**src/rtl/sdspi_pkg.sv**
```systemverilog
package sdspi_pkg;

    // Input opcodes
    localparam logic [1:0] OP_INIT = 2'd0;
    localparam logic [1:0] OP_READ = 2'd1;
    localparam logic [1:0] OP_RX   = 2'd2;

    // Register indexes
    localparam logic [2:0] REG_INIT_RETRIES = 3'd0;
    localparam logic [2:0] REG_MMC_TRY_AT   = 3'd1;
    localparam logic [2:0] REG_TOKEN_POLLS  = 3'd2;
    localparam logic [2:0] REG_SLOW_DIV     = 3'd3;
    localparam logic [2:0] REG_FAST_DIV     = 3'd4;

    // Status codes
    localparam logic [1:0] ST_OK      = 2'd0;
    localparam logic [1:0] ST_NOINIT  = 2'd1;
    localparam logic [1:0] ST_RDERR   = 2'd2;
    localparam logic [1:0] ST_BADREQ  = 2'd3;

    // Command indexes
    localparam logic [5:0] CMD0  = 6'd0;
    localparam logic [5:0] CMD1  = 6'd1;
    localparam logic [5:0] CMD8  = 6'd8;
    localparam logic [5:0] CMD16 = 6'd16;
    localparam logic [5:0] CMD17 = 6'd17;
    localparam logic [5:0] CMD41 = 6'd41;
    localparam logic [5:0] CMD55 = 6'd55;
    localparam logic [5:0] CMD58 = 6'd58;

    localparam logic [9:0] BLOCK_BYTES  = 10'd512;
    localparam logic [9:0] FRAME_BYTES  = 10'd514;
    localparam logic [7:0] IDLE_BYTE    = 8'hFF;
    localparam logic [7:0] TOKEN_BYTE   = 8'hFE;

    typedef enum logic [8:0] {
        PH_IDLE      = 9'b000000001,
        PH_WAKE      = 9'b000000010,
        PH_CMD       = 9'b000000100,
        PH_RESP      = 9'b000001000,
        PH_OCR       = 9'b000010000,
        PH_TOKEN     = 9'b000100000,
        PH_DATA      = 9'b001000000,
        PH_TRAIL_OK  = 9'b010000000,
        PH_TRAIL_ERR = 9'b100000000
    } phase_t;

    // Accepted input item
    typedef struct packed {
        logic [1:0]  opcode;
        logic [31:0] sector;
        logic [8:0]  byte_offset;
        logic [9:0]  byte_count;
        logic [7:0]  rx_byte;
    } item_t;

    // Result item
    typedef struct packed {
        logic       tx_valid;
        logic [7:0] tx_byte;
        logic       select_high;
        logic [7:0] clock_divider;
        logic       data_valid;
        logic [7:0] data_byte;
        logic       last_data;
        logic       done_res;
        logic [1:0] status;
        logic [1:0] card_kind;
    } result_t;

    // Configuration registers
    typedef struct packed {
        logic [19:0] init_retries;
        logic [19:0] mmc_try_at;
        logic [19:0] token_polls;
        logic [7:0]  slow_divider;
        logic [7:0]  fast_divider;
    } cfg_t;

    // Command frame byte at a given position
    function automatic logic [7:0] frame_byte(input logic [5:0] idx, input logic [2:0] pos,
                                              input logic v2, input logic [31:0] rd_arg);
        logic [31:0] a;
        logic [7:0]  b;
        begin
            case (idx)
                CMD8:    a = 32'h0000_01AA;
                CMD41:   a = v2 ? 32'h4000_0000 : 32'h0;
                CMD16:   a = 32'd512;
                CMD17:   a = rd_arg;
                default: a = 32'h0;
            endcase
            case (pos)
                3'd0:    b = 8'hFF;
                3'd1:    b = {2'b01, idx};
                3'd2:    b = a[31:24];
                3'd3:    b = a[23:16];
                3'd4:    b = a[15:8];
                3'd5:    b = a[7:0];
                default: b = (idx == CMD0) ? 8'h95 : ((idx == CMD8) ? 8'h87 : 8'h01);
            endcase
            return b;
        end
    endfunction

endpackage

```
**src/rtl/sdspi_cfg.sv**
```systemverilog
module sdspi_cfg (
    input  logic               clk,
    input  logic               rst_n,
    input  logic               cfg_we,
    input  logic [2:0]         cfg_index,
    input  logic [19:0]        cfg_data,
    output sdspi_pkg::cfg_t    cfg
);
    import sdspi_pkg::*;

    cfg_t cfg_reg;

    // Register file with reset defaults
    always_ff @(posedge clk or negedge rst_n)
    begin
        if (!rst_n)
        begin
            cfg_reg.init_retries <= 20'd200000;
            cfg_reg.mmc_try_at   <= 20'd100000;
            cfg_reg.token_polls  <= 20'd400000;
            cfg_reg.slow_divider <= 8'd62;
            cfg_reg.fast_divider <= 8'd3;
        end
        else if (cfg_we)
        begin
            case (cfg_index)
                REG_INIT_RETRIES: cfg_reg.init_retries <= cfg_data;
                REG_MMC_TRY_AT:   cfg_reg.mmc_try_at   <= cfg_data;
                REG_TOKEN_POLLS:  cfg_reg.token_polls  <= cfg_data;
                REG_SLOW_DIV:     cfg_reg.slow_divider <= cfg_data[7:0];
                REG_FAST_DIV:     cfg_reg.fast_divider <= cfg_data[7:0];
                default:          ;
            endcase
        end
    end

    assign cfg = cfg_reg;

endmodule

```
**src/rtl/sdspi_seq.sv**
```systemverilog
module sdspi_seq #(
    parameter int RESPONSE_POLLS = 10
) (
    input  logic                 clk,
    input  logic                 rst_n,
    input  logic                 step,
    input  sdspi_pkg::item_t     item,
    input  sdspi_pkg::cfg_t      cfg,
    output logic                 has_result,
    output sdspi_pkg::result_t   result
);
    import sdspi_pkg::*;

    phase_t      phase_reg, phase_next;
    logic [1:0]  flags_reg, flags_next;
    logic [9:0]  bcnt_reg, bcnt_next;
    logic [19:0] retry_reg, retry_next;
    logic [3:0]  polls_reg, polls_next;
    logic [5:0]  cidx_reg, cidx_next;
    logic [31:0] carg_reg, carg_next;
    logic [2:0]  fpos_reg, fpos_next;
    logic        app_reg, app_next;
    logic [9:0]  skip_reg, skip_next;
    logic [9:0]  left_reg, left_next;
    logic        hs_reg, hs_next;

    logic        txv, dv, last, done;
    logic [7:0]  tx, db;
    logic [1:0]  st;
    logic [10:0] req_sum;
    logic [19:0] ret_dec;
    logic [31:0] ocr_word;
    logic [2:0]  fpos_inc;
    logic        resp_now;

    // One transaction's worth of sequencing
    always_comb
    begin
        phase_next = phase_reg; flags_next = flags_reg; bcnt_next = bcnt_reg;
        retry_next = retry_reg; polls_next = polls_reg; cidx_next = cidx_reg;
        carg_next = carg_reg; fpos_next = fpos_reg; app_next = app_reg;
        skip_next = skip_reg; left_next = left_reg; hs_next = hs_reg;
        txv = 1'b0; tx = 8'h00; dv = 1'b0; db = 8'h00; last = 1'b0;
        done = 1'b0; st = ST_OK; has_result = 1'b1;
        req_sum  = {2'b00, item.byte_offset} + {1'b0, item.byte_count};
        ret_dec  = retry_reg - 20'd1;
        ocr_word = {carg_reg[23:0], item.rx_byte};
        fpos_inc = fpos_reg + 3'd1;
        resp_now = !item.rx_byte[7] || (polls_reg >= 4'(RESPONSE_POLLS));

        if (item.opcode == OP_INIT || item.opcode == OP_READ)
        begin
            if (phase_reg != PH_IDLE)
            begin
                done = 1'b1; st = ST_BADREQ;
            end
            else if (item.opcode == OP_INIT)
            begin
                flags_next = 2'b00; hs_next = 1'b0; phase_next = PH_WAKE;
                bcnt_next = 10'd1; txv = 1'b1; tx = IDLE_BYTE;
            end
            else if (req_sum > {1'b0, BLOCK_BYTES})
            begin
                done = 1'b1; st = ST_BADREQ;
            end
            else if (!hs_reg)
            begin
                done = 1'b1; st = ST_NOINIT;
            end
            else
            begin
                skip_next = {1'b0, item.byte_offset};
                left_next = item.byte_count;
                carg_next = flags_reg[1] ? item.sector : {item.sector[22:0], 9'd0};
                cidx_next = CMD17; fpos_next = 3'd0; phase_next = PH_CMD;
                txv = 1'b1; tx = IDLE_BYTE;
            end
        end
        else if (item.opcode == OP_RX && phase_reg != PH_IDLE)
        begin
            case (phase_reg)
                PH_WAKE:
                begin
                    txv = 1'b1; tx = IDLE_BYTE;
                    if (bcnt_reg < 10'd10)
                        bcnt_next = bcnt_reg + 10'd1;
                    else
                    begin
                        cidx_next = CMD0; fpos_next = 3'd0; phase_next = PH_CMD;
                    end
                end
                PH_CMD:
                begin
                    txv = 1'b1;
                    if (fpos_inc < 3'd7)
                    begin
                        fpos_next = fpos_inc;
                        tx = frame_byte(cidx_reg, fpos_inc, flags_reg[0], carg_reg);
                    end
                    else
                    begin
                        fpos_next = 3'd0; phase_next = PH_RESP; polls_next = 4'd1;
                        tx = IDLE_BYTE;
                    end
                end
                PH_RESP:
                begin
                    if (!resp_now)
                    begin
                        polls_next = polls_reg + 4'd1; txv = 1'b1; tx = IDLE_BYTE;
                    end
                    else
                    begin
                        // Start-command defaults; overridden below where needed
                        txv = 1'b1; tx = IDLE_BYTE;
                        fpos_next = 3'd0;
                        case (cidx_reg)
                            CMD0:
                                if (item.rx_byte == 8'h01)
                                begin
                                    cidx_next = CMD8; phase_next = PH_CMD;
                                end
                                else
                                begin
                                    txv = 1'b0; tx = 8'h00; hs_next = 1'b0;
                                    phase_next = PH_IDLE; done = 1'b1; st = ST_NOINIT;
                                end
                            CMD8:
                                if (item.rx_byte == 8'h01)
                                begin
                                    phase_next = PH_OCR; bcnt_next = 10'd0; carg_next = 32'd0;
                                end
                                else if (cfg.init_retries == 20'd0)
                                begin
                                    retry_next = 20'd0; txv = 1'b0; tx = 8'h00;
                                    hs_next = 1'b0; phase_next = PH_IDLE;
                                    done = 1'b1; st = ST_NOINIT;
                                end
                                else
                                begin
                                    retry_next = cfg.init_retries; app_next = 1'b1;
                                    cidx_next = CMD55; phase_next = PH_CMD;
                                end
                            CMD55, CMD41, CMD1:
                            begin
                                if (cidx_reg == CMD55 && !app_reg)
                                begin
                                    txv = 1'b0; tx = 8'h00; hs_next = 1'b0;
                                    phase_next = PH_IDLE; done = 1'b1; st = ST_NOINIT;
                                end
                                else if (cidx_reg == CMD55 && item.rx_byte <= 8'h01)
                                begin
                                    app_next = 1'b0; cidx_next = CMD41; phase_next = PH_CMD;
                                end
                                else
                                begin
                                    if (cidx_reg == CMD55) app_next = 1'b0;
                                    if (item.rx_byte == 8'h00)
                                    begin
                                        phase_next = PH_CMD;
                                        cidx_next = (cidx_reg == CMD1) ? CMD16 :
                                                    (flags_reg[0] ? CMD58 : CMD16);
                                    end
                                    else if (cidx_reg != CMD1 && !flags_reg[0] &&
                                             retry_reg == cfg.mmc_try_at)
                                    begin
                                        cidx_next = CMD1; phase_next = PH_CMD;
                                    end
                                    else
                                    begin
                                        retry_next = ret_dec;
                                        if (ret_dec == 20'd0)
                                        begin
                                            txv = 1'b0; tx = 8'h00; hs_next = 1'b0;
                                            phase_next = PH_IDLE; done = 1'b1;
                                            st = ST_NOINIT;
                                        end
                                        else
                                        begin
                                            app_next = 1'b1; cidx_next = CMD55;
                                            phase_next = PH_CMD;
                                        end
                                    end
                                end
                            end
                            CMD58:
                                if (item.rx_byte == 8'h00)
                                begin
                                    phase_next = PH_OCR; bcnt_next = 10'd0; carg_next = 32'd0;
                                end
                                else
                                begin
                                    txv = 1'b0; tx = 8'h00; hs_next = 1'b0;
                                    phase_next = PH_IDLE; done = 1'b1; st = ST_NOINIT;
                                end
                            CMD16:
                            begin
                                txv = 1'b0; tx = 8'h00; phase_next = PH_IDLE; done = 1'b1;
                                hs_next = (item.rx_byte == 8'h00);
                                st = (item.rx_byte == 8'h00) ? ST_OK : ST_NOINIT;
                            end
                            CMD17:
                                if (item.rx_byte != 8'h00 || cfg.token_polls == 20'd0)
                                    phase_next = PH_TRAIL_ERR;
                                else
                                begin
                                    phase_next = PH_TOKEN; retry_next = cfg.token_polls;
                                end
                            default:
                            begin
                                txv = 1'b0; tx = 8'h00; hs_next = 1'b0;
                                phase_next = PH_IDLE; done = 1'b1; st = ST_NOINIT;
                            end
                        endcase
                    end
                end
                PH_OCR:
                begin
                    carg_next = ocr_word;
                    bcnt_next = bcnt_reg + 10'd1;
                    if (bcnt_reg + 10'd1 < 10'd4)
                    begin
                        txv = 1'b1; tx = IDLE_BYTE;
                    end
                    else if (cidx_reg == CMD8)
                    begin
                        if (ocr_word[15:0] != 16'h01AA)
                        begin
                            hs_next = 1'b0; phase_next = PH_IDLE; done = 1'b1; st = ST_NOINIT;
                        end
                        else
                        begin
                            flags_next = 2'b01;
                            retry_next = cfg.init_retries;
                            if (cfg.init_retries == 20'd0)
                            begin
                                hs_next = 1'b0; phase_next = PH_IDLE;
                                done = 1'b1; st = ST_NOINIT;
                            end
                            else
                            begin
                                app_next = 1'b1; cidx_next = CMD55; fpos_next = 3'd0;
                                phase_next = PH_CMD; txv = 1'b1; tx = IDLE_BYTE;
                            end
                        end
                    end
                    else
                    begin
                        if (ocr_word[30]) flags_next = flags_reg | 2'b10;
                        hs_next = 1'b1; phase_next = PH_IDLE; done = 1'b1; st = ST_OK;
                    end
                end
                PH_TOKEN:
                begin
                    txv = 1'b1; tx = IDLE_BYTE;
                    if (item.rx_byte == TOKEN_BYTE)
                    begin
                        phase_next = PH_DATA; bcnt_next = FRAME_BYTES;
                    end
                    else
                    begin
                        retry_next = ret_dec;
                        if (ret_dec == 20'd0) phase_next = PH_TRAIL_ERR;
                    end
                end
                PH_DATA:
                begin
                    if (skip_reg != 10'd0)
                        skip_next = skip_reg - 10'd1;
                    else if (left_reg != 10'd0)
                    begin
                        left_next = left_reg - 10'd1;
                        dv = 1'b1; db = item.rx_byte;
                        last = (left_reg == 10'd1);
                    end
                    bcnt_next = bcnt_reg - 10'd1;
                    if (bcnt_reg == 10'd1) phase_next = PH_TRAIL_OK;
                    txv = 1'b1; tx = IDLE_BYTE;
                end
                PH_TRAIL_OK:
                begin
                    phase_next = PH_IDLE; done = 1'b1; st = ST_OK;
                end
                PH_TRAIL_ERR:
                begin
                    phase_next = PH_IDLE; done = 1'b1; st = ST_RDERR;
                end
                default: phase_next = PH_IDLE;
            endcase
        end
        else
            has_result = 1'b0;

        result.tx_valid      = txv;
        result.tx_byte       = tx;
        result.select_high   = (phase_next == PH_WAKE) || (phase_next == PH_IDLE && !hs_next);
        result.clock_divider = hs_next ? cfg.fast_divider : cfg.slow_divider;
        result.data_valid    = dv;
        result.data_byte     = db;
        result.last_data     = last;
        result.done_res      = done;
        result.status        = st;
        result.card_kind     = flags_next;
    end

    // Sequencer state
    always_ff @(posedge clk or negedge rst_n)
    begin
        if (!rst_n)
        begin
            phase_reg <= PH_IDLE; flags_reg <= '0; bcnt_reg <= '0; retry_reg <= '0;
            polls_reg <= '0; cidx_reg <= '0; carg_reg <= '0; fpos_reg <= '0;
            app_reg <= 1'b0; skip_reg <= '0; left_reg <= '0; hs_reg <= 1'b0;
        end
        else if (step)
        begin
            phase_reg <= phase_next; flags_reg <= flags_next; bcnt_reg <= bcnt_next;
            retry_reg <= retry_next; polls_reg <= polls_next; cidx_reg <= cidx_next;
            carg_reg <= carg_next; fpos_reg <= fpos_next; app_reg <= app_next;
            skip_reg <= skip_next; left_reg <= left_next; hs_reg <= hs_next;
        end
    end

endmodule

```
**src/rtl/sd_spi_init_and_block_read_unit.sv**
```systemverilog
// Channel | Direction | Payload
// s_axis  | in        | tuser: opcode; tdata: sector, byte_offset, byte_count, rx_byte
// m_axis  | out       | tdata: tx_valid .. card_kind (see port comment); tlast: last_data
// cfg     | in        | we, index 0..4, 20-bit data
// One input transaction is registered, then processed combinationally into
// the output register; a new transaction can be taken every cycle while the output is not stalled.
// The result is valid once the transaction has passed the input and then the output register.
// Reset clears the sequencer to idle and loads the register defaults.
// Output stalls back up through the output and input registers only.
module sd_spi_init_and_block_read_unit #(
    parameter int RESPONSE_POLLS = 10
) (
    input  logic        clk,
    input  logic        rst_n,
    input  logic        cfg_we,
    input  logic [2:0]  cfg_index,
    input  logic [19:0] cfg_data,
    input  logic        s_axis_tvalid,
    output logic        s_axis_tready,
    // opcode[1:0]
    input  logic [1:0]  s_axis_tuser,
    // sector[31:0], byte_offset[40:32], byte_count[50:41], rx_byte[58:51]
    input  logic [63:0] s_axis_tdata,
    output logic        m_axis_tvalid,
    input  logic        m_axis_tready,
    // tx_valid[0], tx_byte[8:1], select_high[9], clock_divider[17:10], data_valid[18],
    // data_byte[26:19], done_res[27], status[29:28], card_kind[31:30]
    output logic [31:0] m_axis_tdata,
    output logic        m_axis_tlast
);
    import sdspi_pkg::*;

    cfg_t    cfg;
    item_t   in_reg;
    logic    in_valid_reg;
    logic    has_result;
    result_t res;
    logic    out_valid_reg;
    logic [31:0] out_reg;
    logic    last_reg;
    logic    out_free, step;

    sdspi_cfg u_cfg (
        .clk(clk), .rst_n(rst_n), .cfg_we(cfg_we), .cfg_index(cfg_index),
        .cfg_data(cfg_data), .cfg(cfg)
    );

    // Processing happens when the output stage can take the result
    assign out_free      = !out_valid_reg || m_axis_tready;
    assign step          = in_valid_reg && out_free;
    assign s_axis_tready = !in_valid_reg || step;

    sdspi_seq #(.RESPONSE_POLLS(RESPONSE_POLLS)) u_seq (
        .clk(clk), .rst_n(rst_n), .step(step), .item(in_reg), .cfg(cfg),
        .has_result(has_result), .result(res)
    );

    // Input register
    always_ff @(posedge clk or negedge rst_n)
    begin
        if (!rst_n)
            in_valid_reg <= 1'b0;
        else if (s_axis_tready)
            in_valid_reg <= s_axis_tvalid;
    end

    always_ff @(posedge clk)
    begin
        if (s_axis_tready && s_axis_tvalid)
        begin
            in_reg.opcode      <= s_axis_tuser;
            in_reg.sector      <= s_axis_tdata[31:0];
            in_reg.byte_offset <= s_axis_tdata[40:32];
            in_reg.byte_count  <= s_axis_tdata[50:41];
            in_reg.rx_byte     <= s_axis_tdata[58:51];
        end
    end

    // Output register
    always_ff @(posedge clk or negedge rst_n)
    begin
        if (!rst_n)
            out_valid_reg <= 1'b0;
        else if (out_free)
            out_valid_reg <= step && has_result;
    end

    always_ff @(posedge clk)
    begin
        if (step)
        begin
            out_reg  <= {res.card_kind, res.status, res.done_res,
                         res.data_byte, res.data_valid, res.clock_divider,
                         res.select_high, res.tx_byte, res.tx_valid};
            last_reg <= res.last_data;
        end
    end

    assign m_axis_tvalid = out_valid_reg;
    assign m_axis_tdata  = out_reg;
    assign m_axis_tlast  = last_reg;

endmodule
```
**config.mk**
```make
export PLATFORM = sky130hd
export DESIGN_NAME = sd_spi_init_and_block_read_unit
export DESIGN_NICKNAME = d
export VERILOG_FILES = /design/src/rtl/sdspi_pkg.sv /design/src/rtl/sdspi_cfg.sv /design/src/rtl/sdspi_seq.sv /design/src/rtl/sd_spi_init_and_block_read_unit.sv
export SDC_FILE = /design/constraint.sdc
export NUM_CORES = 1
export LEC_CHECK = 0
export ABC_CLOCK_PERIOD_IN_PS = 5000
export BUFFER_PORTS_ARGS = -buffer_cell sky130_fd_sc_hd__buf_2
export CAP_MARGIN = 20
export CORE_AREA = 2 2 180 182
export CTS_CLUSTER_SIZE = 25
export DETAILED_ROUTE_END_ITERATION = 6
export DIE_AREA = 0 0 182 184
export GPL_ROUTABILITY_DRIVEN = 0
export PLACE_DENSITY = 0.67
export SYNTH_ARGS = -nofsm -noshare
export SYNTH_HDL_FRONTEND = slang
export SYNTH_SLANG_ARGS = --single-unit
```
**constraint.sdc**
```tcl
create_clock -name clk -period 5 [get_ports clk]
set_clock_uncertainty 0.05 [all_clocks]
set_input_delay 1.5 -clock clk [delete_from_list [all_inputs] [get_ports clk]]
set_output_delay 1.5 -clock clk [all_outputs]
set_load 0.1 [all_outputs]
```
Word-level counts from Yosys, hierarchy flattened
Cells that the tools add are included.
Widths: inputs -> output; s select.
{"block": "op_classes", "n_addsub": 8, "mul": 0, "n_div": 0, "order_cmp": 6, "eq_ne": 73, "shift": 0, "muxes": 257, "bitwise_logic": 4, "n_reduce_logical": 64}
{"operator": "$mux 32", "n": 10}
{"operator": "$mux 10", "n": 26}
{"operator": "$mux 20", "n": 12}
{"operator": "$mux 9", "n": 21}
{"operator": "$mux 8", "n": 23}
{"operator": "$pmux 32 s2", "n": 2}
{"operator": "$pmux 32 s4", "n": 1}
{"operator": "$mux 6", "n": 21}
{"operator": "$pmux 20 s3", "n": 2}
{"operator": "$mux 1", "n": 75}
{"operator": "$logic_not 20->1", "n": 3}
{"operator": "$pmux 9 s6", "n": 1}
{"operator": "$pmux 10 s5", "n": 1}
{"operator": "$mux 3", "n": 16}
{"operator": "$pmux 8 s6", "n": 1}
{"operator": "$mux 2", "n": 23}
{"operator": "$pmux 9 s5", "n": 1}
{"operator": "$pmux 8 s5", "n": 1}
{"operator": "$pmux 6 s3", "n": 2}
{"operator": "$reduce_and 11->1", "n": 3}
{"operator": "$pmux 8 s4", "n": 1}
{"operator": "$mux 31", "n": 1}
{"operator": "$sub 10x1->10 const B", "n": 3}
{"operator": "$eq 10x1->1 const B", "n": 2}
{"operator": "other kinds (82)", "n": 160}
{"block": "word_totals", "reg_bits": 280, "latchBits": 0, "ram_bits": 0, "rom_bits": 0, "in_bits": 94, "out_inout_bits": 35, "word_cells": 440, "mem_count": 0}

Longest topological paths before layout
Gate-level depths: netlist (run 1).
{"block": "depth", "word_depth": 15, "depth_mapped": 14, "ltp_nobuf": 12}

Hierarchy
From an unflattened synthesis (run 1), not the netlist that was laid out.
{"block": "hier_totals", "hier_cells": 1588, "hier_area_um2": 15730.1}
{"module": "sdspi_seq", "instances": 1, "cells_per_inst": 1321, "area_each_um2": 9894.5, "seq_area_each_um2": 2703.8}
{"module": "sd_spi_init_and_block_read_unit", "instances": 1, "cells_per_inst": 103, "area_each_um2": 2929.1, "seq_area_each_um2": 2872.8}
{"module": "sdspi_cfg", "instances": 1, "cells_per_inst": 164, "area_each_um2": 2906.5, "seq_area_each_um2": 1933.1}

Least setup slack after synthesis (run 1)
Ideal clock, no wire load.
{"block": "synth_timing", "path_kind": "input -> register", "start": "input port m_axis_tready", "end": "register in_reg[0] in the netlist's numbering, enable pin", "setup_ps": 425, "arrival_time_ps": 3838, "t_required_ps": 4525, "path_slack_ps": 687, "path_stages": 2, "n_path_buf": 0, "path_cell_list": "nand3b_1 > and2_1"}
{"block": "synth_between", "elab_chain_cells": 4}
{"item": "start: declaration", "line_no": "sd_spi_init_and_block_read_unit.sv:25", "text": "input logic m_axis_tready,"}
{"item": "$logic_or 1x1->1", "line_no": "sd_spi_init_and_block_read_unit.sv:49", "text": "assign out_free = !out_valid_reg || m_axis_tready;"}
{"item": "$logic_and 1x1->1", "line_no": "sd_spi_init_and_block_read_unit.sv:50", "text": "assign step = in_valid_reg && out_free;"}
{"item": "$logic_or 1x1->1", "line_no": "sd_spi_init_and_block_read_unit.sv:51", "text": "assign s_axis_tready = !in_valid_reg || step;"}
{"item": "$logic_and 1x1->1", "line_no": "sd_spi_init_and_block_read_unit.sv:69", "text": "if (s_axis_tready && s_axis_tvalid)"}
{"item": "end: declaration", "line_no": "sd_spi_init_and_block_read_unit.sv:34", "text": "item_t in_reg;"}
No other way between the ends.
A chain may end at the register's enable or synchronous reset.

==> summary.md, run 1 <==
| Metric | Value |
|---|---|
| Outcome | completed |
| Row cnt | 65 |
| Pins Over Slew Limit | 0 |
| CTS tree | built |
| Post-DP Area | 16500 um2 |
| GRT overflow | 0 |
| Area growth syn-to-layout | 12.6% |
| Number of synthesized register bits | 280 |
| Worst hold path type | reg -> reg |
| Post-DR wirelength/cell | 19.7 um |
| Synth warnings | 0 |
| Fin. Hold Viols | 0 |
| Nets@finish | 1732 |
| Top Family by Delay on Critical Path | simple AND/OR/NAND/NOR gates |
| Netlist cell types | between 90 and 100 |
| DRC | 0 |
| Post-Route WL | ~40000 um |
| Fin area | roughly 18000 um2 |
| CTS Buf Count | 30 |
| RSZ-0062 raised after global routing | no |
| Commonest non-fill, non-tap cells in the layout | dfrtp_1 (160), o21ai_0 (139), buf_2 (122) |
| Crit Path Max Fanout | 10 |
| Leakage power total | between 7 and 8 nW |
| PD cells | 493 nW/um2 |
| Worst path cell trace | inv_1 > ha_1 > nor4b_1 > buf_4 > nand4_1 > o21a_1 > nor4_1 > and4_4 > o21ai_2 > a21oi_4 > mux2_2 |
| Max reg flops | between 70 and 80 |
| Post-route minimum period | 4030 ps |
| Crit path launch | u_seq.retry_reg[0] |
| CP Class | reg -> reg |
| Critical Path Max Stage Delay | 500 ps |
| CTS max path bufs | 3 |
| DIE WIDTH | 182 um |
| Post-synth ARST share | 0.664 |
| Vias in the first global route | 11931 |
| Via/cell ratio | approximately 6.2 |
| Fraction of layout cells with a size suffix above 1 | 0.239 |
| Main flop type after synthesis | dfrtp_1 |
| Die height | ~180 um |
| Critical Path RT | 5250 ps |
| VDD IR max | 302 uV |
| Area of the multi-input gates | 7550 um2 |
| CP startpoint kind | flop |
| I/O pins | 129 |
| Critical R2R Launch | u_seq.retry_reg[0] |
| Max Fclk | 248 MHz |
| # diodes | 0 |
| Clock Sinks | 280 |
| Slew headroom | 0.295 |
| Clock latency on the worst-skew pair | slightly below 600 ps |
| Leading cell type in the layout, fill and taps excluded | dfrtp_1 |
| R2r endpoint | m_axis_tdata[10] |
| Vias | 12683 |
| Net count after synthesis | 1645 |
| Cell count along the critical path | 11 |
| CTS Hold Bufs | 0 |
| Syn_area_per_cell | around 10 um2 |
| I/O Buffers | 123 |
| Die footprint | 33500 um2 |
| Cells after synthesis | 1525 |
| First-pass GRT wire length | around 64000 um |
| CTS-repair resized insts | 0 |
| Crit. End Element | flop |
| Mapped cell area | 15600 um2 |
| R2R setup slack | 970 ps |
| H-tree depth | 1 |
| DRT iter0 DRCs | 1278 |
| GRT Util Overall | 0.236 |
| Measured slew at the worst slew-check pin | 1060 ps |
| DP Wirelength | 28100 um |
| WP data arrival | 4290 ps |
| Core area | 31400 um2 |
| Clk slew on worst S/H paths | 70 ps |
| CP max stage cell | dfrtp_1 |
| Antenna violations before repair | 0 |
| R2r worst-path depth | 11 |
| FF+latch area | 7510 um2 |
| Setup bufs post-CTS | 0 |
| Fin crit share | 0.807 |
| First drt pass iteration count | 7 |
| Max-cap viol count | 0 |
| # fillers | 2744 |
| Largest net degree at the start of global routing | 84 |
| Worst path bufs/invs | 2 |
| Initial core utilization | 0.495 |
| CP Capture Point | m_axis_tdata[10] |
| Post-synth EDFFs | 94 |
| Root Buffer | clkbuf_16 |
| Setup TNS Final | 0 ps |
| Final ANT Viol Nets | 0 |
| # setup viols final | 0 |
| Sequential share of the synthesized area | 0.483 |
## synth_stat cells (10+ instances only)
cell | number | area share
a21oi_1 | 83 | 0.027
dfrtp_1 | 160 | 0.26
nand2b_1 | 17 | 0.0068
nand2_1 | 107 | 0.026
or3_1 | 12 | 0.0048
inv_1 | 33 | 0.0080
nor2_1 | 104 | 0.025
buf_1 | 10 | 0.0024
a222oi_1 | 11 | 0.0071
edfxtp_1 | 94 | 0.18
nor2b_1 | 12 | 0.0048
o22ai_1 | 21 | 0.0084
o21ai_0 | 139 | 0.045
a22oi_1 | 17 | 0.0082
nand3_1 | 56 | 0.018
a221oi_1 | 10 | 0.0056
clkbuf_1 | 69 | 0.017
dfstp_2 | 26 | 0.044
xor2_1 | 22 | 0.012
xnor2_1 | 10 | 0.0056
nor3_1 | 42 | 0.014
buf_2 | 10 | 0.0032
and2_1 | 13 | 0.0052
a22o_1 | 10 | 0.0056
o211ai_1 | 12 | 0.0058
mux2i_1 | 31 | 0.020
or2_2 | 19 | 0.0076
nor4_1 | 36 | 0.014
ha_1 | 25 | 0.020
nand4_1 | 15 | 0.0060
mux2_2 | 114 | 0.083
a31oi_1 | 22 | 0.0088
## power breakdown
part           internal (mW)  switching [mW]
Clock                   1.27           0.926
Sequential              2.90           0.536
Combinational           1.12            1.88
Total                   5.29            3.34
## cells by family after synthesis
kind of cell,after synthesis,share of synthesized area
buffers and inverters,128,0.0334
and+or+nand+nor,494,0.166
muxes,145,0.102
AOI/OAI and AO/OA,420,0.176
DFF,280,0.483
adders and majority gates,26,0.0214
xor gates and xnor gates,32,0.0180
## how the worst min path moves through the flow
stage | startpoint | to | slack (ps) | cells past startpoint
after floorplan | u_seq.polls_reg[3] | u_seq.polls_reg[3] | 410 | 1
after global placement | u_seq.polls_reg[3] | u_seq.polls_reg[3] | 430 | 1
after detailed placement | u_seq.polls_reg[3] | u_seq.polls_reg[3] | 430 | 1
after CTS | u_cfg.cfg[14] | u_cfg.cfg[14] | 460 | 1
after global routing | u_cfg.cfg[14] | u_cfg.cfg[14] | 470 | 1
final | u_cfg.cfg[3] | u_cfg.cfg[3] | 450 | 1
## metrics by stage
step	util	instances	power [mW]	setup slack, ps	hold WS (ps)
floorplan	-	1525	5.59	687	410
global placement	0.526	1979	6.33	1090	426
detailed placement	0.526	1980	6.40	1060	431
CTS	0.557	2036	8.61	999	457
global route	0.558	2038	9.10	716	467
finish	0.558	2038	8.63	966	454
## cell type report
type | instances | share of cell area
inverter | 33 | 0.00707
clock inverter | 17 | 0.00886
timing repair buffer | 150 | 0.0487
multi-input combinational | 1117 | 0.431
tap | 402 | 0.0287
clock buffer | 39 | 0.0471
sequential | 280 | 0.429
## per-layer routing
layer,part of all wire,vias up,global-route usage
met4,0.026,0,0.0671
met1,0.46,6157,0.349
met5,0,-,0
met2,0.44,517,0.363
met3,0.066,85,0.0325
li1,-,5924,-
(Power assumes the default switching activity.)
==> run 2, diff against run 1 <==
--- a/config.mk
+++ b/config.mk
@@ -5,7 +5,7 @@
 export SDC_FILE = /design/constraint.sdc
 export NUM_CORES = 1
 export LEC_CHECK = 0
-export ABC_CLOCK_PERIOD_IN_PS = 5000
+export ABC_CLOCK_PERIOD_IN_PS = 4010
 export BUFFER_PORTS_ARGS = -buffer_cell sky130_fd_sc_hd__buf_2
 export CAP_MARGIN = 20
 export CORE_AREA = 2 2 180 182
==> constraint.sdc (replaced) <==
create_clock -name clk -period 4.01 [get_ports clk]
set_clock_uncertainty 0.05 [all_clocks]
set_input_delay 1.203 -clock clk [delete_from_list [all_inputs] [get_ports clk]]
set_output_delay 1.203 -clock clk [all_outputs]
set_load 0.1 [all_outputs]
==> run 2 against run 1 <==
  * The run now ends with DRC left
  * Clock-buffer cell count is the same
  * Critical path depth grew 3
  * Fmax grew 6.7%
  * First-iteration DRC count shrank 4.0%
  * Setup slack lost 740 ps
  * Sequential power grew 24%
  * Routed wire length grew 2.0%
  * Worst hold slack lost 2.3 ps
  * Cell area grew 1.3%
  * Cell count grew 1.2%
  * Via count grew 0.55%
  * Utilization grew 0.70 points
==> summary.md, run 2 (synthesized netlist as in run 1, its figures left out) <==
| Metric | Value |
|---|---|
| R2r endpoint | u_seq.cidx_reg[5] (was m_axis_tdata[10]) |
| Critical Path RT | 4460 ps (was 5250 ps) |
| Worst path bufs/invs | 3 (was 2) |
| Post-route minimum period | 3780 ps (was 4030 ps) |
| First-pass GRT wire length | 65700 um (was 64300 um) |
| Fraction of layout cells with a size suffix above 1 | 0.248 (was 0.239) |
| Core area | 31400 um2 (unchanged) |
| Worst path cell trace | ha_1 > inv_1 > fa_1 > nand2b_1 > a22o_1 > a311oi_1 > o2111ai_1 > nor4_1 > buf_4 > o21ai_1 > a221oi_4 > buf_4 > and2_0 > mux2i_1 (was inv_1 > ha_1 > nor4b_1 > buf_4 > nand4_1 > o21a_1 > nor4_1 > and4_4 > o21ai_2 > a21oi_4 > mux2_2) |
| CTS tree | built (unchanged) |
| Setup bufs post-CTS | 0 (unchanged) |
| Crit Path Max Fanout | 6 (was 10) |
| Vias | 12753 (was 12683) |
| Slew headroom | 0.386 (was 0.295) |
| First drt pass iteration count | 7 (unchanged) |
| Hold wc startpoint | u_seq.polls_reg[3] (was u_cfg.cfg[3]) |
| Most Crowded Layer GR | met2 (unchanged) |
| WHS Path Cells | 1 (unchanged) |
| Post-layout util | 0.565 (was 0.558) |
| DRC | 2 (was 0) |
| Post-Route WL | 40900 um (was 40100 um) |
| Top Family by Delay on Critical Path | compound AO/OA/AOI/OAI gates (was simple AND/OR/NAND/NOR gates) |
| Most Frequent Cell on Critical Path | buf_4 |
| Max reg flops | 76 (unchanged) |
| Initial core utilization | 0.495 (unchanged) |
| Final ANT Viol Nets | 0 (unchanged) |
| DIE WIDTH | 182 um (unchanged) |
| CTS max path bufs | 3 (unchanged) |
| # setup viols final | 0 (unchanged) |
| Hold Path Sink | u_seq.polls_reg[3] (was u_cfg.cfg[3]) |
| Area of the multi-input gates | 7550 um2 (unchanged) |
| Max Fclk | 264 MHz (was 248 MHz) |
| Post-Place Cells | 2002 (was 1980) |
| CP startpoint kind | flop (unchanged) |
| Fin. Hold Viols | 0 (unchanged) |
| I/O Buffers | 123 (unchanged) |
| Final Hold Slack | 451 ps (was 454 ps) |
| DP Wirelength | 28900 um (was 28100 um) |
| Fin crit share | 0.943 (was 0.807) |
| Die footprint | 33500 um2 (unchanged) |
| H-tree depth | 1 (unchanged) |
| Root Buffer | clkbuf_16 (unchanged) |
| Crit. End Element | flop (unchanged) |
| Post-DR wirelength/cell | 19.8 um (was 19.7 um) |
| # fillers | 2745 (was 2744) |
| Die height | 184 um (unchanged) |
| Measured slew at the worst slew-check pin | 917 ps (was 1060 ps) |
| VDD IR max | 380 uV (was 302 uV) |
| I/O pins | 129 (unchanged) |
| Pins Over Slew Limit | 0 (unchanged) |
| Worst hold path type | reg -> reg (unchanged) |
| Vias in the first global route | 12189 (was 11931) |
| Leading cell type in the layout, fill and taps excluded | dfrtp_1 (unchanged) |
| DRT iter0 DRCs | 1227 (was 1278) |
| CP max stage cell | fa_1 (was dfrtp_1) |
| Tot Pwr | 10.9 mW (was 8.63 mW) |
| GR Util met1 | 0.353 (was 0.349) |
| Met3 Track Usage GR | 0.0386 (was 0.0325) |
| Met2 Usage GRT | 0.371 (was 0.363) |
| Setup TNS Final | 0 ps (unchanged) |
| RSZ-0062 raised after global routing | no (unchanged) |
| Critical Path Max Stage Delay | 400 ps (was 500 ps) |
| Nets@finish | 1755 (was 1732) |
| R2R setup slack | 230 ps (was 970 ps) |
| PD cells | 615 nW/um2 (was 493 nW/um2) |
| Row cnt | 65 (unchanged) |
| CTS Hold Bufs | 0 (unchanged) |
| Via/cell ratio | 6.18 (was 6.22) |
| Non-Filler Instances | 2062 (was 2038) |
| GRT Util Overall | 0.242 (was 0.236) |
| GRT overflow | 0 (unchanged) |
| Outcome | complete, but fails checks (was completed) |
| Clk slew on worst S/H paths | 60 ps (was 70 ps) |
| CP Class | reg -> reg (unchanged) |
| Commonest non-fill, non-tap cells in the layout | dfrtp_1 (160), o21ai_0 (139), buf_2 (122) (unchanged) |
| Failing checks | DRC |
| Clock Sinks | 280 (unchanged) |
| Largest net degree at the start of global routing | 79 (was 84) |
| WP data arrival | 4230 ps (was 4290 ps) |
| Max-cap viol count | 0 (unchanged) |
| CTS-repair resized insts | 0 (unchanged) |
| Clock latency on the worst-skew pair | 580 ps (about the same) |
| Leakage power total | 7.17 nW (was 7.05 nW) |
| Critical R2R Launch | in_reg[18] (was u_seq.retry_reg[0]) |
| Area growth syn-to-layout | 14.0% (was 12.6%) |
| Antenna violations before repair | 0 (unchanged) |
| CTS Buf Count | 30 (unchanged) |
| FF+latch area | 7510 um2 (unchanged) |
| R2r worst-path depth | 14 (was 11) |
-- run 2: cell count changes in the layout (fill, tap and decap cells not counted) --
cell        before  now
buf_4           23   44
buf_12           2    5
clkbuf_8         5    3
buf_6            1    0
buf_8            0    1
clkbuf_1         5    6
clkbuf_16       30   31
clkbuf_2         1    0
clkinv_1         2    3
clkinv_2         8    7
clkinvlp_4       1    2
diode_2          0    1
inv_4            1    0
-- run 2: final cells by class --
type / instances / share of cell area
Clock buffer: 39 / 0.0466
Timing Repair Buffer: 173 / 0.0603
Clock inverter: 17 / 0.00875
Sequential cell: 280 / 0.423
Inverter: 33 / 0.00698
Antenna cell: 1 / 0.000141
Multi-Input combinational cell: 1117 / 0.425
Tap cell: 402 / 0.0284
-- run 2: how the worst max path moves through the flow --
stage,from,to,cells after the start
finish,in_reg[18],u_seq.cidx_reg[5],14
global route,u_seq.retry_reg[1],m_axis_tdata[8],12
CTS,u_seq.retry_reg[1],m_axis_tdata[12],11
detailed placement,in_reg[8],u_seq.cidx_reg[5],14
global placement,u_seq.retry_reg[1],m_axis_tdata[13],10
floorplan,m_axis_tready,u_seq.skip_reg[2],9
-- run 2: layer usage --
layer  wire length [um]  vias to the layer above
li1                   -                     5977
met1              19000                     6211
met2              18300                      484
met3               2590                       81
met4               1010                        0
met5                  0                        -
-- run 2: stage by stage --
step	instance area (um2)	worst slack [ps]
final	17700	228
after global routing	17700	24.6
after CTS	17700	210
after detailed placement	16700	258
after global placement	16700	314
after floorplan	15600	111
-- run 2: where the power goes --
group          internal (mW)  switching, mW
clock                   1.58           1.16
sequential              3.62          0.642
combinational           1.51           2.39
total                   6.72           4.20
==> run 3, diff against run 2 <==
--- a/config.mk
+++ b/config.mk
@@ -13,7 +13,7 @@
 export DETAILED_ROUTE_END_ITERATION = 6
 export DIE_AREA = 0 0 182 184
 export GPL_ROUTABILITY_DRIVEN = 0
-export PLACE_DENSITY = 0.67
+export PLACE_DENSITY_LB_ADDON = 0.08
 export SYNTH_ARGS = -nofsm -noshare
 export SYNTH_HDL_FRONTEND = slang
 export SYNTH_SLANG_ARGS = --single-unit
==> run 3 against run 2 <==
  * The run still ends with DRC left
  * Die area is the same
  * Cell area is essentially flat
  * Sequential share of layout area is essentially flat
  * Fmax grew 2.0%
  * Utilization is essentially flat
  * Total power grew 0.47%
  * Cell count shrank 0.19%
  * Via count shrank 0.35%
  * Sequential power is essentially flat
  * Routed wire length grew 1.3%
  * Critical path type unchanged
  * Critical endpoint unchanged
==> summary.md, run 3 (synthesized netlist as in run 1, its figures left out) <==
| Metric | Value |
|---|---|
| Crit. End Element | flop (unchanged) |
| R2r worst-path depth | 14 (unchanged) |
| CP Class | reg -> reg (unchanged) |
| Tot Pwr | 11.0 mW (was 10.9 mW) |
| Clk slew on worst S/H paths | 60 ps (about the same) |
| First-pass GRT wire length | 66200 um (was 65700 um) |
| CP max stage cell | edfxtp_1 (was fa_1) |
| RSZ-0062 raised after global routing | no (unchanged) |
| R2r endpoint | u_seq.cidx_reg[5] (unchanged) |
| DP Wirelength | 29300 um (was 28900 um) |
| CTS tree | built (unchanged) |
| WHS Path Cells | 1 (unchanged) |
| Vias in the first global route | 11960 (was 12189) |
| Clock latency on the worst-skew pair | 570 ps (was 580 ps) |
| Commonest non-fill, non-tap cells in the layout | dfrtp_1 (160), o21ai_0 (139), buf_2 (122) (unchanged) |
| Fin. Hold Viols | 0 (unchanged) |
| GRT overflow | 0 (unchanged) |
| Failing checks | DRC (unchanged) |
| Via/cell ratio | 6.17 (was 6.18) |
| Post-DR wirelength/cell | 20.1 um (was 19.8 um) |
| Max-cap viol count | 0 (unchanged) |
| Leading cell type in the layout, fill and taps excluded | dfrtp_1 (unchanged) |
| Slew headroom | 0.367 (was 0.386) |
| WP data arrival | 4140 ps (was 4230 ps) |
| Pins Over Slew Limit | 0 (unchanged) |
| Antenna violations before repair | 0 (unchanged) |
| Final ANT Viol Nets | 0 (unchanged) |
| CTS max path bufs | 3 (unchanged) |
| H-tree depth | 1 (unchanged) |
| Critical R2R Launch | in_reg[18] (unchanged) |
| Row cnt | 65 (unchanged) |
| Crit Path Max Fanout | 6 (unchanged) |
| Largest net degree at the start of global routing | 67 (was 79) |
| Core area | 31400 um2 (unchanged) |
| First drt pass iteration count | 7 (unchanged) |
| Die footprint | 33500 um2 (unchanged) |
| Root Buffer | clkbuf_16 (unchanged) |
| Outcome | complete, but fails checks (unchanged) |
| Measured slew at the worst slew-check pin | 947 ps (was 917 ps) |
| Area growth syn-to-layout | 14.1% (was 14.0%) |
| Worst path cell trace | ha_1 > inv_1 > fa_1 > nand2b_1 > a22o_1 > a311oi_1 > o2111ai_1 > nor4_1 > buf_4 > o21ai_1 > a221oi_4 > buf_4 > and2_0 > mux2i_1 (unchanged) |
| CP startpoint kind | flop (unchanged) |
| I/O pins | 129 (unchanged) |
| Vias | 12708 (was 12753) |
| Leakage power total | 7.18 nW (was 7.17 nW) |
| Max reg flops | 76 (unchanged) |
| Worst hold path type | reg -> reg (unchanged) |
| Final Hold Slack | 450 ps (was 451 ps) |
| Initial core utilization | 0.495 (unchanged) |
| DRC | 5 (was 2) |
| Critical Path RT | 4440 ps (was 4460 ps) |
| Critical Path Max Stage Delay | 390 ps (was 400 ps) |
| GRT Util Overall | 0.245 (was 0.242) |
| Max Fclk | 270 MHz (was 264 MHz) |
| Setup bufs post-CTS | 0 (unchanged) |
| Most Frequent Cell on Critical Path | buf_4 (unchanged) |
| VDD IR max | 371 uV (was 380 uV) |
| Fin crit share | 0.925 (was 0.943) |
| Hold Path Sink | u_cfg.cfg[2] (was u_seq.polls_reg[3]) |
| I/O Buffers | 123 (unchanged) |
| CTS-repair resized insts | 0 (unchanged) |
| R2R setup slack | 300 ps (was 230 ps) |
| Nets@finish | 1752 (was 1755) |
| Fraction of layout cells with a size suffix above 1 | 0.251 (was 0.248) |
| Clock Sinks | 280 (unchanged) |
| # diodes | 0 (was 1) |
| CTS Buf Count | 30 (unchanged) |
| Post-DP Area | 16700 um2 (about the same) |
| # setup viols final | 0 (unchanged) |
| Post-route minimum period | 3710 ps (was 3780 ps) |
| # fillers | 2796 (was 2745) |
| Post-layout util | 0.565 (about the same) |
| Die height | 184 um (unchanged) |
| Hold wc startpoint | u_cfg.cfg[2] (was u_seq.polls_reg[3]) |
| PD cells | 618 nW/um2 (was 615 nW/um2) |
| DRT iter0 DRCs | 1299 (was 1227) |
| DIE WIDTH | 182 um (unchanged) |
| Setup TNS Final | 0 ps (unchanged) |
| Post-Route WL | 41400 um (was 40900 um) |
| Fin area | 17700 um2 (about the same) |
| CTS Hold Bufs | 0 (unchanged) |
[run 3: cell types whose count changed in the layout (fill, tap and decap cells not counted), sizes merged]
cell	change
inv	+1
buf	-3
clkbuf	+1
diode	-1
clkinv	-2
[run 3: final cells by class]
cell class | instances | area, um2 | share of cell area
clock inverter | 16 | 151 | 0.00853
clock buffer | 40 | 871 | 0.0491
sequential | 280 | 7510 | 0.423
tap | 402 | 503 | 0.0283
timing repair buffer | 170 | 1030 | 0.0583
inverter | 33 | 124 | 0.00698
multi-input combinational | 1117 | 7550 | 0.426
[run 3: worst max-delay path: cells and delay by family (launching register included)]
| family | cells | cell delay [ps] |
|---|---|---|
| fa+ha+maj | 2 | 600 |
| mux | 1 | 260 |
| compound gates | 5 | 1180 |
| flops | 1 | 390 |
| buf+inv | 3 | 440 |
| simple gates | 3 | 690 |
[run 3: stage by stage]
step           instances  worst slack, ps
3_3_place_gp        2001              329
6_report            2058              301
4_1_cts             2057              264
2_1_floorplan       1525              111
3_5_place_dp        2001              314
5_1_grt             2058             16.1
[run 3: worst max path at each step]
stage,startpoint,to,slack (ps)
2_1_floorplan,m_axis_tready,u_seq.skip_reg[2],110
3_3_place_gp,u_seq.retry_reg[1],m_axis_tdata[9],330
3_5_place_dp,in_reg[18],u_seq.cidx_reg[5],310
4_1_cts,u_seq.retry_reg[1],m_axis_tdata[9],260
5_1_grt,in_reg[18],u_seq.left_reg[1],20
6_report,in_reg[18],u_seq.cidx_reg[5],300
[run 3: report_power, final]
group          internal [mW]  total [mW]  switching, mW
logic                   1.49        3.87           2.38
clock network           1.66        2.82           1.16
registers               3.62        4.28          0.657
total                   6.77        11.0           4.20
[run 3: metal layers]
metal	vias up	track usage	wire length, um
met5	-	0	0
met4	0	0.0652	1110
met3	75	0.0380	2630
met2	463	0.374	18200
met1	6192	0.363	19500
li1	5978	-	-
